===== config.mk =====
export PLATFORM = sky130hd
export DESIGN_NAME = tank_pump_interlock_controller
export DESIGN_NICKNAME = d
export VERILOG_FILES = /design/src/tpic_pkg.sv /design/src/tank_pump_interlock_controller.sv
export SDC_FILE = /design/constraint.sdc
export NUM_CORES = 1
export LEC_CHECK = 0
export ABC_AREA = 1
export ABC_CLOCK_PERIOD_IN_PS = 3510
export BUFFER_PORTS_ARGS = -buffer_cell sky130_fd_sc_hd__buf_4
export CAP_MARGIN = 15
export CORE_MARGIN = 5
export CORE_UTILIZATION = 30
export DETAILED_ROUTE_END_ITERATION = 10
export GPL_TIMING_DRIVEN = 1
export PLACE_DENSITY = 0.6
export REMOVE_ABC_BUFFERS = 1
export SLEW_MARGIN = 20
export SYNTH_ARGS = -nofsm -noshare
export SYNTH_HDL_FRONTEND = slang
export SYNTH_SLANG_ARGS = --single-unit

===== constraint.sdc =====
create_clock -name clk -period 3.51 [get_ports clk]
set_input_delay 0.1755 -clock clk [delete_from_list [all_inputs] [get_ports clk]]
set_output_delay 0.1755 -clock clk [all_outputs]
set_load 0.02 [all_outputs]

===== src/tpic_pkg.sv =====
package tpic_pkg;

  // Configuration register indexes (byte address is 4 times the index).
  localparam logic [2:0] REG_START_PERCENT    = 3'd0;
  localparam logic [2:0] REG_STOP_PERCENT     = 3'd1;
  localparam logic [2:0] REG_OVERFLOW_PERCENT = 3'd2;
  localparam logic [2:0] REG_AUTO_MODE        = 3'd3;
  localparam logic [2:0] REG_PUMP_ENABLE      = 3'd4;
  localparam logic [2:0] REG_WET_THRESHOLD    = 3'd5;
  localparam logic [2:0] REG_DEBOUNCE_TICKS   = 3'd6;

  // Event codes reported with each result.
  localparam logic [2:0] EV_NONE     = 3'd0;
  localparam logic [2:0] EV_BUTTON   = 3'd1;
  localparam logic [2:0] EV_DRY      = 3'd2;
  localparam logic [2:0] EV_OVERFLOW = 3'd3;
  localparam logic [2:0] EV_SENSOR   = 3'd4;

  // Manual pump command codes.
  localparam logic [1:0] MAN_OFF = 2'd1;
  localparam logic [1:0] MAN_ON  = 2'd2;

  // Remote stop command codes.
  localparam logic [1:0] REM_SET   = 2'd1;
  localparam logic [1:0] REM_CLEAR = 2'd2;

  // Overflow alert releases this many percent below the overflow level.
  localparam logic [6:0] OVF_HYST_PERCENT = 7'd5;

  // Saturation value of the button stability counter.
  localparam logic [9:0] STABLE_MAX = 10'd1023;

endpackage


===== src/tank_pump_interlock_controller.sv =====
// A request accepted into the input register moves on to the result register once that
// register is empty or being drained; the result waits there until taken.
// Throughput: one request per cycle while results are taken; the controller state loop is one pass of
// compares and flag updates between the input register and the result register.
// Reset (rst, synchronous, active high) restores the configuration defaults
// 20/90/95/auto/enabled/2000/50, clears all interlock state and empties both stages.
module tank_pump_interlock_controller (
  input  logic        clk,
  input  logic        rst,
  // Tick request channel.
  input  logic        tick_valid,
  output logic        tick_ready,
  input  logic        button_level,
  input  logic [9:0]  level_tenths,
  input  logic        sensor_ok,
  input  logic [11:0] moisture_level,
  input  logic [1:0]  manual_request,
  input  logic [1:0]  remote_stop_request,
  // Result channel.
  output logic        result_valid,
  input  logic        result_ready,
  output logic        pump_on,
  output logic        pump_changed,
  output logic        stop_active,
  output logic        alert_active,
  output logic [2:0]  event_code,
  // APB-style configuration port.
  input  logic        psel,
  input  logic        penable,
  input  logic        pwrite,
  input  logic [4:0]  paddr,
  input  logic [31:0] pwdata,
  output logic [31:0] prdata,
  output logic        pready
);

  // Configuration registers.
  logic [6:0]  start_percent;
  logic [6:0]  stop_percent;
  logic [6:0]  overflow_percent;
  logic        auto_mode;
  logic        pump_enable;
  logic [11:0] wet_threshold;
  logic [9:0]  debounce_ticks;

  // Interlock state.
  logic        pump_running;
  logic        remote_stop;
  logic        button_latch;
  logic        button_held;
  logic        last_button;
  logic [9:0]  stable_count;
  logic        dry_flag;
  logic        overflow_flag;
  logic        fault_flag;

  // Input register stage.
  logic        s_valid;
  logic        s_btn;
  logic [9:0]  s_level;
  logic        s_sensor_ok;
  logic [11:0] s_moisture;
  logic [1:0]  s_manual;
  logic [1:0]  s_remote;
  logic        s_fire;

  // Next values computed from the staged request and the current state.
  logic        pump_running_next;
  logic        remote_stop_next;
  logic        button_latch_next;
  logic        button_held_next;
  logic [9:0]  stable_count_next;
  logic        dry_flag_next;
  logic        overflow_flag_next;
  logic        fault_flag_next;
  logic [2:0]  event_next;
  logic        stop_next;

  // Level limits in tenths of a percent; 127 * 10 fits in 11 bits.
  logic [10:0] level_ext;
  logic [10:0] start_limit;
  logic [10:0] stop_limit;
  logic [10:0] overflow_limit;
  logic [10:0] release_limit;

  logic        cfg_write;

  assign pready    = 1'b1;
  assign cfg_write = psel && penable && pwrite;

  // The result register may load when it is empty or being drained this cycle.
  assign s_fire     = s_valid && (!result_valid || result_ready);
  assign tick_ready = !s_valid || s_fire;

  // ---------------------------------------------------------------------------
  // Configuration write and read.
  // ---------------------------------------------------------------------------
  always_ff @(posedge clk) begin
    if (rst) begin
      start_percent    <= 7'd20;
      stop_percent     <= 7'd90;
      overflow_percent <= 7'd95;
      auto_mode        <= 1'b1;
      pump_enable      <= 1'b1;
      wet_threshold    <= 12'd2000;
      debounce_ticks   <= 10'd50;
    end else if (cfg_write) begin
      unique case (paddr[4:2])
        tpic_pkg::REG_START_PERCENT:    start_percent    <= pwdata[6:0];
        tpic_pkg::REG_STOP_PERCENT:     stop_percent     <= pwdata[6:0];
        tpic_pkg::REG_OVERFLOW_PERCENT: overflow_percent <= pwdata[6:0];
        tpic_pkg::REG_AUTO_MODE:        auto_mode        <= pwdata[0];
        tpic_pkg::REG_PUMP_ENABLE:      pump_enable      <= pwdata[0];
        tpic_pkg::REG_WET_THRESHOLD:    wet_threshold    <= pwdata[11:0];
        tpic_pkg::REG_DEBOUNCE_TICKS:   debounce_ticks   <= pwdata[9:0];
        default: begin
          // Addresses past the register list are ignored.
        end
      endcase
    end
  end

  always_comb begin
    unique case (paddr[4:2])
      tpic_pkg::REG_START_PERCENT:    prdata = 32'(start_percent);
      tpic_pkg::REG_STOP_PERCENT:     prdata = 32'(stop_percent);
      tpic_pkg::REG_OVERFLOW_PERCENT: prdata = 32'(overflow_percent);
      tpic_pkg::REG_AUTO_MODE:        prdata = 32'(auto_mode);
      tpic_pkg::REG_PUMP_ENABLE:      prdata = 32'(pump_enable);
      tpic_pkg::REG_WET_THRESHOLD:    prdata = 32'(wet_threshold);
      tpic_pkg::REG_DEBOUNCE_TICKS:   prdata = 32'(debounce_ticks);
      default:                        prdata = 32'd0;
    endcase
  end

  // ---------------------------------------------------------------------------
  // Input register. A new request loads whenever the stage is empty or its
  // current request moves on to the result register in the same cycle.
  // ---------------------------------------------------------------------------
  always_ff @(posedge clk) begin
    if (rst) begin
      s_valid <= 1'b0;
    end else if (tick_ready) begin
      s_valid <= tick_valid;
    end
  end

  always_ff @(posedge clk) begin
    if (tick_valid && tick_ready) begin
      s_btn       <= button_level;
      s_level     <= level_tenths;
      s_sensor_ok <= sensor_ok;
      s_moisture  <= moisture_level;
      s_manual    <= manual_request;
      s_remote    <= remote_stop_request;
    end
  end

  // ---------------------------------------------------------------------------
  // One tick of the interlock, evaluated on the staged request.
  // ---------------------------------------------------------------------------
  assign level_ext      = 11'(s_level);
  assign start_limit    = 11'(start_percent) * 11'd10;
  assign stop_limit     = 11'(stop_percent) * 11'd10;
  assign overflow_limit = 11'(overflow_percent) * 11'd10;
  assign release_limit  = 11'(overflow_percent - tpic_pkg::OVF_HYST_PERCENT) * 11'd10;

  always_comb begin
    pump_running_next  = pump_running;
    remote_stop_next   = remote_stop;
    button_latch_next  = button_latch;
    button_held_next   = button_held;
    dry_flag_next      = dry_flag;
    overflow_flag_next = overflow_flag;
    fault_flag_next    = fault_flag;
    event_next         = tpic_pkg::EV_NONE;

    // The remote command goes first; a clear also drops the button latch.
    if (s_remote == tpic_pkg::REM_SET) begin
      remote_stop_next = 1'b1;
    end else if (s_remote == tpic_pkg::REM_CLEAR) begin
      remote_stop_next  = 1'b0;
      button_latch_next = 1'b0;
    end

    // Button debounce: any change restarts the count, which saturates.
    if (s_btn != last_button) begin
      stable_count_next = 10'd0;
    end else if (stable_count < tpic_pkg::STABLE_MAX) begin
      stable_count_next = stable_count + 10'd1;
    end else begin
      stable_count_next = stable_count;
    end

    if (stable_count_next >= debounce_ticks) begin
      if (!s_btn && !button_held) begin
        button_held_next  = 1'b1;
        button_latch_next = 1'b1;
        pump_running_next = 1'b0;
        event_next        = tpic_pkg::EV_BUTTON;
      end
      if (s_btn) begin
        button_held_next = 1'b0;
      end
    end

    // Protection checks in priority order, then pump control.
    if (remote_stop_next || button_latch_next) begin
      pump_running_next = 1'b0;
    end else if (s_moisture >= wet_threshold) begin
      pump_running_next = 1'b0;
      if (!dry_flag) begin
        event_next    = tpic_pkg::EV_DRY;
        dry_flag_next = 1'b1;
      end
    end else begin
      dry_flag_next = 1'b0;
      if (level_ext >= overflow_limit) begin
        pump_running_next = 1'b0;
        if (!overflow_flag) begin
          event_next         = tpic_pkg::EV_OVERFLOW;
          overflow_flag_next = 1'b1;
        end
      end else begin
        if (overflow_flag && overflow_percent >= tpic_pkg::OVF_HYST_PERCENT &&
            level_ext < release_limit) begin
          overflow_flag_next = 1'b0;
        end

        if (!s_sensor_ok && !fault_flag) begin
          event_next      = tpic_pkg::EV_SENSOR;
          fault_flag_next = 1'b1;
        end else if (s_sensor_ok) begin
          fault_flag_next = 1'b0;
        end

        if (!pump_enable) begin
          pump_running_next = 1'b0;
        end else if (auto_mode) begin
          if (level_ext < start_limit) begin
            pump_running_next = 1'b1;
          end else if (level_ext >= stop_limit) begin
            pump_running_next = 1'b0;
          end
        end else begin
          // The unused manual code leaves the pump as it is, like no request.
          if (s_manual == tpic_pkg::MAN_ON) begin
            pump_running_next = 1'b1;
          end else if (s_manual == tpic_pkg::MAN_OFF) begin
            pump_running_next = 1'b0;
          end
        end
      end
    end

    stop_next = remote_stop_next || button_latch_next;
  end

  // State advances only when the staged request is handed to the result register.
  always_ff @(posedge clk) begin
    if (rst) begin
      pump_running  <= 1'b0;
      remote_stop   <= 1'b0;
      button_latch  <= 1'b0;
      button_held   <= 1'b0;
      last_button   <= 1'b1;
      stable_count  <= 10'd0;
      dry_flag      <= 1'b0;
      overflow_flag <= 1'b0;
      fault_flag    <= 1'b0;
    end else if (s_fire) begin
      pump_running  <= pump_running_next;
      remote_stop   <= remote_stop_next;
      button_latch  <= button_latch_next;
      button_held   <= button_held_next;
      last_button   <= s_btn;
      stable_count  <= stable_count_next;
      dry_flag      <= dry_flag_next;
      overflow_flag <= overflow_flag_next;
      fault_flag    <= fault_flag_next;
    end
  end

  // ---------------------------------------------------------------------------
  // Result register.
  // ---------------------------------------------------------------------------
  always_ff @(posedge clk) begin
    if (rst) begin
      result_valid <= 1'b0;
    end else if (s_fire) begin
      result_valid <= 1'b1;
    end else if (result_ready) begin
      result_valid <= 1'b0;
    end
  end

  always_ff @(posedge clk) begin
    if (s_fire) begin
      pump_on      <= pump_running_next;
      pump_changed <= pump_running_next != pump_running;
      stop_active  <= stop_next;
      alert_active <= stop_next || dry_flag_next || overflow_flag_next || fault_flag_next;
      event_code   <= event_next;
    end
  end

endmodule


Word-level counts from Yosys, hierarchy flattened
Cells that the tools add are included.
{"block": "word_totals", "register_bits": 100, "input_bits": 72, "out_inout_bits": 42, "elab_cells": 129}
{"block": "classes", "n_addsub": 2, "mul": 4, "order_cmp": 8, "eq_ne": 12, "n_mux": 43, "n_reduce_logical": 31}
{"op": "case mux 12 bit (7 select lines)", "n": 1}
{"op": "two-way mux 1 bit", "n": 34}
{"op": "multiplier 7 x 3 -> 10 bit (second input constant)", "n": 3}
{"op": ">= comparator 10 x 11 -> 1 bit", "n": 2}
{"op": "less-than comparator 10 x 11 -> 1 bit", "n": 2}
{"op": "two-way mux 10 bit", "n": 2}
{"op": "two-way mux 3 bit", "n": 6}
{"op": "AND reduction 2 bit", "n": 7}
{"op": ">= comparator 12 bit", "n": 1}
{"op": "multiplier 11 x 3 -> 10 bit (second input constant)", "n": 1}
{"op": "adder 10 x 1 -> 10 bit (second input constant)", "n": 1}
{"op": ">= comparator 10 bit", "n": 1}
{"op": "less-than comparator 10 bit (second input constant)", "n": 1}
{"op": "equality test 3 bit (second input constant)", "n": 3}
{"op": "logical AND 1 bit", "n": 8}
{"op": "subtractor 7 x 3 -> 8 bit (second input constant)", "n": 1}
{"op": ">= comparator 7 x 3 -> 1 bit (second input constant)", "n": 1}
{"op": "equality test 3 x 2 -> 1 bit (second input constant)", "n": 2}
{"op": "logical NOT 1 bit", "n": 6}
{"op": "logical OR 1 bit", "n": 6}
{"op": "equality test 2 x 1 -> 1 bit (second input constant)", "n": 2}
{"op": "equality test 2 bit (second input constant)", "n": 2}
{"op": "nonzero test 2 bit", "n": 2}
{"op": "equality test 3 x 1 -> 1 bit (second input constant)", "n": 1}
{"op": "3 further kinds", "n": 4}

Longest topological paths before layout
{"block": "depth", "depth_word": 13, "mapped_depth": 25, "depth_no_buf": 25}

Worst setup path after synthesis
OpenSTA, ideal clock, no wires.
{"block": "synth_path", "path_kind": "register to register", "startpoint": "register overflow_percent[0]", "endpoint": "register alert_active, data pin", "setup_time_ps": 261, "t_arrival_ps": 3038, "required_ps": 3249, "path_slack_ps": 211, "path_stages_with_launch": 21, "n_path_buf": 0, "period_less_slack_ps": 3299, "cell_sequence": "dfxtp_1 -> inv_1 -> ha_1 -> o21ai_0 -> nor2_1 -> nand2_1 -> xnor2_1 -> ha_1 -> ha_1 -> nand2_1 -> nand2_1 -> a31oi_1 -> xor2_1 -> ha_1 -> a21o_1 -> nand3_1 -> nand2_1 -> nor2_1 -> nand3_1 -> nand2_1 -> nand3_1"}
{"block": "synth_between", "elab_chain_len": 10, "elab_cells_between_ends": 17, "cone_classes": "add/sub: 1; mul: 2; order compare: 3; mux: 7; reduce/logical: 4"}
{"item": "from (decl)", "line": "tank_pump_interlock_controller.sv:40", "source": "logic [6:0] overflow_percent;"}
{"item": "from (signal assigned)", "line": "tank_pump_interlock_controller.sv:111", "source": "tpic_pkg::REG_OVERFLOW_PERCENT: overflow_percent <= pwdata[6:0];"}
{"item": "subtractor 7 x 3 -> 8 bit", "line": "tank_pump_interlock_controller.sv:166", "source": "assign release_limit = 11'(overflow_percent - tpic_pkg::OVF_HYST_PERCENT) * 11'd10;"}
{"item": "multiplier 11 x 3 -> 10 bit", "line": "tank_pump_interlock_controller.sv:166"}
{"item": "less-than comparator 10 x 11 -> 1 bit", "line": "tank_pump_interlock_controller.sv:226", "source": "level_ext < release_limit) begin"}
{"item": "logical AND 1 bit", "line": "tank_pump_interlock_controller.sv:225", "source": "if (overflow_flag && overflow_percent >= tpic_pkg::OVF_HYST_PERCENT &&"}
{"item": "two-way mux 1 bit", "line": "tank_pump_interlock_controller.sv:225"}
{"item": "two-way mux 1 bit", "line": "tank_pump_interlock_controller.sv:218", "source": "if (level_ext >= overflow_limit) begin"}
{"item": "two-way mux 1 bit", "line": "tank_pump_interlock_controller.sv:210", "source": "end else if (s_moisture >= wet_threshold) begin"}
{"item": "two-way mux 1 bit", "line": "tank_pump_interlock_controller.sv:208", "source": "if (remote_stop_next || button_latch_next) begin"}
{"item": "logical OR 1 bit", "line": "tank_pump_interlock_controller.sv:302", "source": "alert_active <= stop_next || dry_flag_next || overflow_flag_next || fault_flag_next;"}
{"item": "logical OR 1 bit *", "line": "tank_pump_interlock_controller.sv:302"}
{"item": "to (signal assigned)", "line": "tank_pump_interlock_controller.sv:302"}
{"item": "to (decl)", "line": "tank_pump_interlock_controller.sv:25", "source": "output logic alert_active,"}
Mark *: on every way between the ends. The rest lies on a longest branch, timed or not.
A chain may end at the register's enable or synchronous reset.

Worst setup path in the final report
{"block": "layout_path", "startpoint": "register overflow_percent[1]", "endpoint": "register alert_active, data pin"}
Same word-level chain as after synthesis.

==> results.toml <==
[synthesis]
yosysSeqAreaShare_pct = 34.0
netlist_instances = 844
synth_top_area_cell = "dfxtp_1"
yosysWarningCount = 0
async_flop_share_pct = 0
synthTopCellsByArea = "dfxtp_1 (19%), ha_1 (18%), edfxtp_1 (15%)"
synthFlopType = "dfxtp_1"
ys_ff_latch = 100
synth_top_area_share_pct = 18.8
synth_edf_count = 35
synth_cell_types = 54
syn_avg_cell_area_sq_um = 8.19
synthesis.area_sq_mm = 0.00691

[setup_path]
worstRegToRegCells = 17
path_cells = "inv_1 > buf_4 > a21oi_4 > xor2_2 > xor2_1 > ha_1 > fa_1 > a31oi_1 > xor2_1 > ha_1 > a21o_1 > nand3_1 > nand2_1 > nor2_1 > nand3_1 > nand2_1 > nand3_1"
rr_startpoint = "overflow_percent[1]"
crit_fanout = 5
path_class = "register to register"
endpoint_kind = "register"
cpLargestDelayFamily = "adder cells"
max_stage_delay_ns = 0.43
path_depth = 17
regToRegEndpoint = "alert_active"
worst-path-buf-inv = 2
rrSetupSlack_ns = 0.23
start_kind = "register"
arrival_ns = 3.39
cp_slowest_cell = "fa_1"
crit_required_ns = 3.62
path_common_cell = "nand3_1"

[run_status]
status = "completed"

[sta]
drv_slew = 0
timing.final.crit_share_pct = 93.4
finalSetupViolCount = 0
worst_slew_pin_slew_ns = 0.831
max_slew_margin_pct = 44.5
finalClockSkew_ns = 0.0127
min_period_ns = 3.28
hold_violations = 0
fin_hold_ws_ns = 0.0371
fmax_ghz = 0.305

[hold_path]
whs_endpoint = "wet_threshold[10]"
worstHoldStart = "pwdata[10]"
hold_depth = 3
hold_path_class = "input port to register"

[clocking]
clk_pin_slew_worst_paths_ns = 0.08
htree_levels = 3
cts_tree = "yes"
clock-sinks = 100
numCtsBuffers = 9
clk-insertion-delay-late_ns = 0.35
cts-root-buf = "clkbuf_16"
clockBufferDepth = 2

[place]
dp_hpwl_microns = 13400
dpl_cell_area_sq_mm = 0.00773
port_buffers = 70
place.gp.congestion = 0.846

[pwr]
power.total_mw = 2.83
cellLeakagePower_nw = 4.04
p_per_area_mw_per_mm2 = 336
ir_drop_mv = 0.202

[floorplanning]
die_w_microns = 162
coreArea_sq_mm = 0.0226
fp.dieH_microns = 162
ios = 114
rows = 55
die_area_sq_mm = 0.0262
start_util_pct = 30.5

[grt]
grt_pass1_wl_microns = 27900
grt_overflow = 0
antenna_found_initial = 0
grt_pass1_vias = 5635
grt_max_degree = 29
grt.total_usage_pct = 13.1

[route]
wl_per_cell_microns = 13.9
ant_nets = 0
wl_microns = 17200
drt_first_pass_iters = 4
drcViolationCount = 0
vias = 5836
drt_iter0_markers = 309
routed_via_density = 4.71

[cells_and_area]
diodes = 0
finalNetCount = 1126
drive_above_1_share_pct = 15.6
synthToLayoutAreaGrowth_pct = 21.7
fin_area_sq_mm = 0.00842

[flow_run]
drv_cap = 0
==> placed cells by master (no fill, tap or decap), types with 8 or more instances in the layout <==
cell,instances
xnor2_1,8
o21ai_1,9
dfxtp_1,64
ha_1,99
xor2_1,13
clkbuf_16,10
nor2_1,56
nand4_1,8
conb_1,21
edfxtp_1,35
o211ai_1,9
inv_2,8
nand3_1,42
nand2_1,126
buf_4,83
a21oi_1,68
inv_1,116
o21ai_0,49
dlygate4sd3_1,28
==> Yosys cell counts, drive strengths merged, types with 3 or more instances <==
cell    number
nor3        10
xor2        16
o22ai        5
nand4       10
a221oi       6
o21ai       60
nand3       45
a21oi       73
o221ai       5
o21a         4
nand2      130
fa           4
o211ai       9
nor2        65
and2         3
xnor2       10
o21bai       3
edfxtp      35
buf         27
dfxtp       65
clkbuf       9
inv        124
a21o         6
ha         101
a21boi       3
==> kinds of logic after synthesis <==
family	Yosys count	synth area share, %
xor gates and xnor gates	26	3.40
other	2	0.109
buffers and inverters	162	10.1
DFF	100	34.0
AOI/OAI and AO/OA	181	15.2
adders and majority gates	106	19.6
and+or+nand+nor	267	17.6
==> final cells by class <==
type	count	area (sq um)
Sequential cell	100	2350
Clock buffer	10	250
Clock inverter	6	63.8
Fill cell	2289	14200
Tap cell	285	357
Timing Repair Buffer	111	903
Multi-Input combinational cell	601	4010
Inverter	126	474
==> tightest hold or removal path: cells and delay by family <==
kind,cells,cell delay [ns]
buffers and inverters,1,0.08
AO/OA/AOI/OAI,2,0.11
==> registers in the layout, summed over array words and instances, names as in the netlist, 2 cells and up <==
name,count
stable_count,10
wet_threshold,12
s_moisture,12
overflow_percent,7
debounce_ticks,10
s_remote,2
start_percent,7
s_level,10
s_manual,2
stop_percent,7
event_code,3
==> worst max-delay path by stage <==
stage	startpoint	endpoint
floorplan	overflow_percent[0]	alert_active
global placement	overflow_percent[0]	alert_active
detailed placement	overflow_percent[0]	alert_active
CTS	overflow_percent[0]	alert_active
global route	overflow_percent[0]	alert_active
finish	overflow_percent[1]	alert_active
==> metal layers <==
| metal | share of wire, % | GRT usage [%] |
|---|---|---|
| met1 | 47 | 17.6 |
| met2 | 48 | 22.1 |
| met3 | 4.3 | 1.88 |
| met4 | 1.6 | 3.81 |
| met5 | 0 | 0 |
==> through the flow <==
step / instances / worst slack (ns) / util, % / setup TNS (ns)
global route: 1239 / -0.0264 / 37.2 / -0.0503
detailed placement: 1194 / 0.0268 / 34.1 / 0
finish: 1239 / 0.232 / 37.2 / 0
floorplan: 827 / 0.211 / - / 0
CTS: 1238 / 0.0811 / 36.8 / 0
global placement: 1194 / 0.0832 / 34.1 / 0
==> repair_timing <==
item | CTS | global route
resized for setup | 1 | 15
cloned | 0 | 0
hold buffers | 28 | 0
setup buffers | 0 | 1
endpoints found under the hold margin | 28 | 0
pin swaps | 0 | 4
endpoints found under the setup margin | 1 | 3
==> report_power, final <==
part           switching [mW]  internal (mW)
sequential             0.0347           1.25
clock                   0.491          0.546
combinational           0.297          0.212
total                   0.822           2.01
Note: power is estimated with default switching activity, not from simulation.
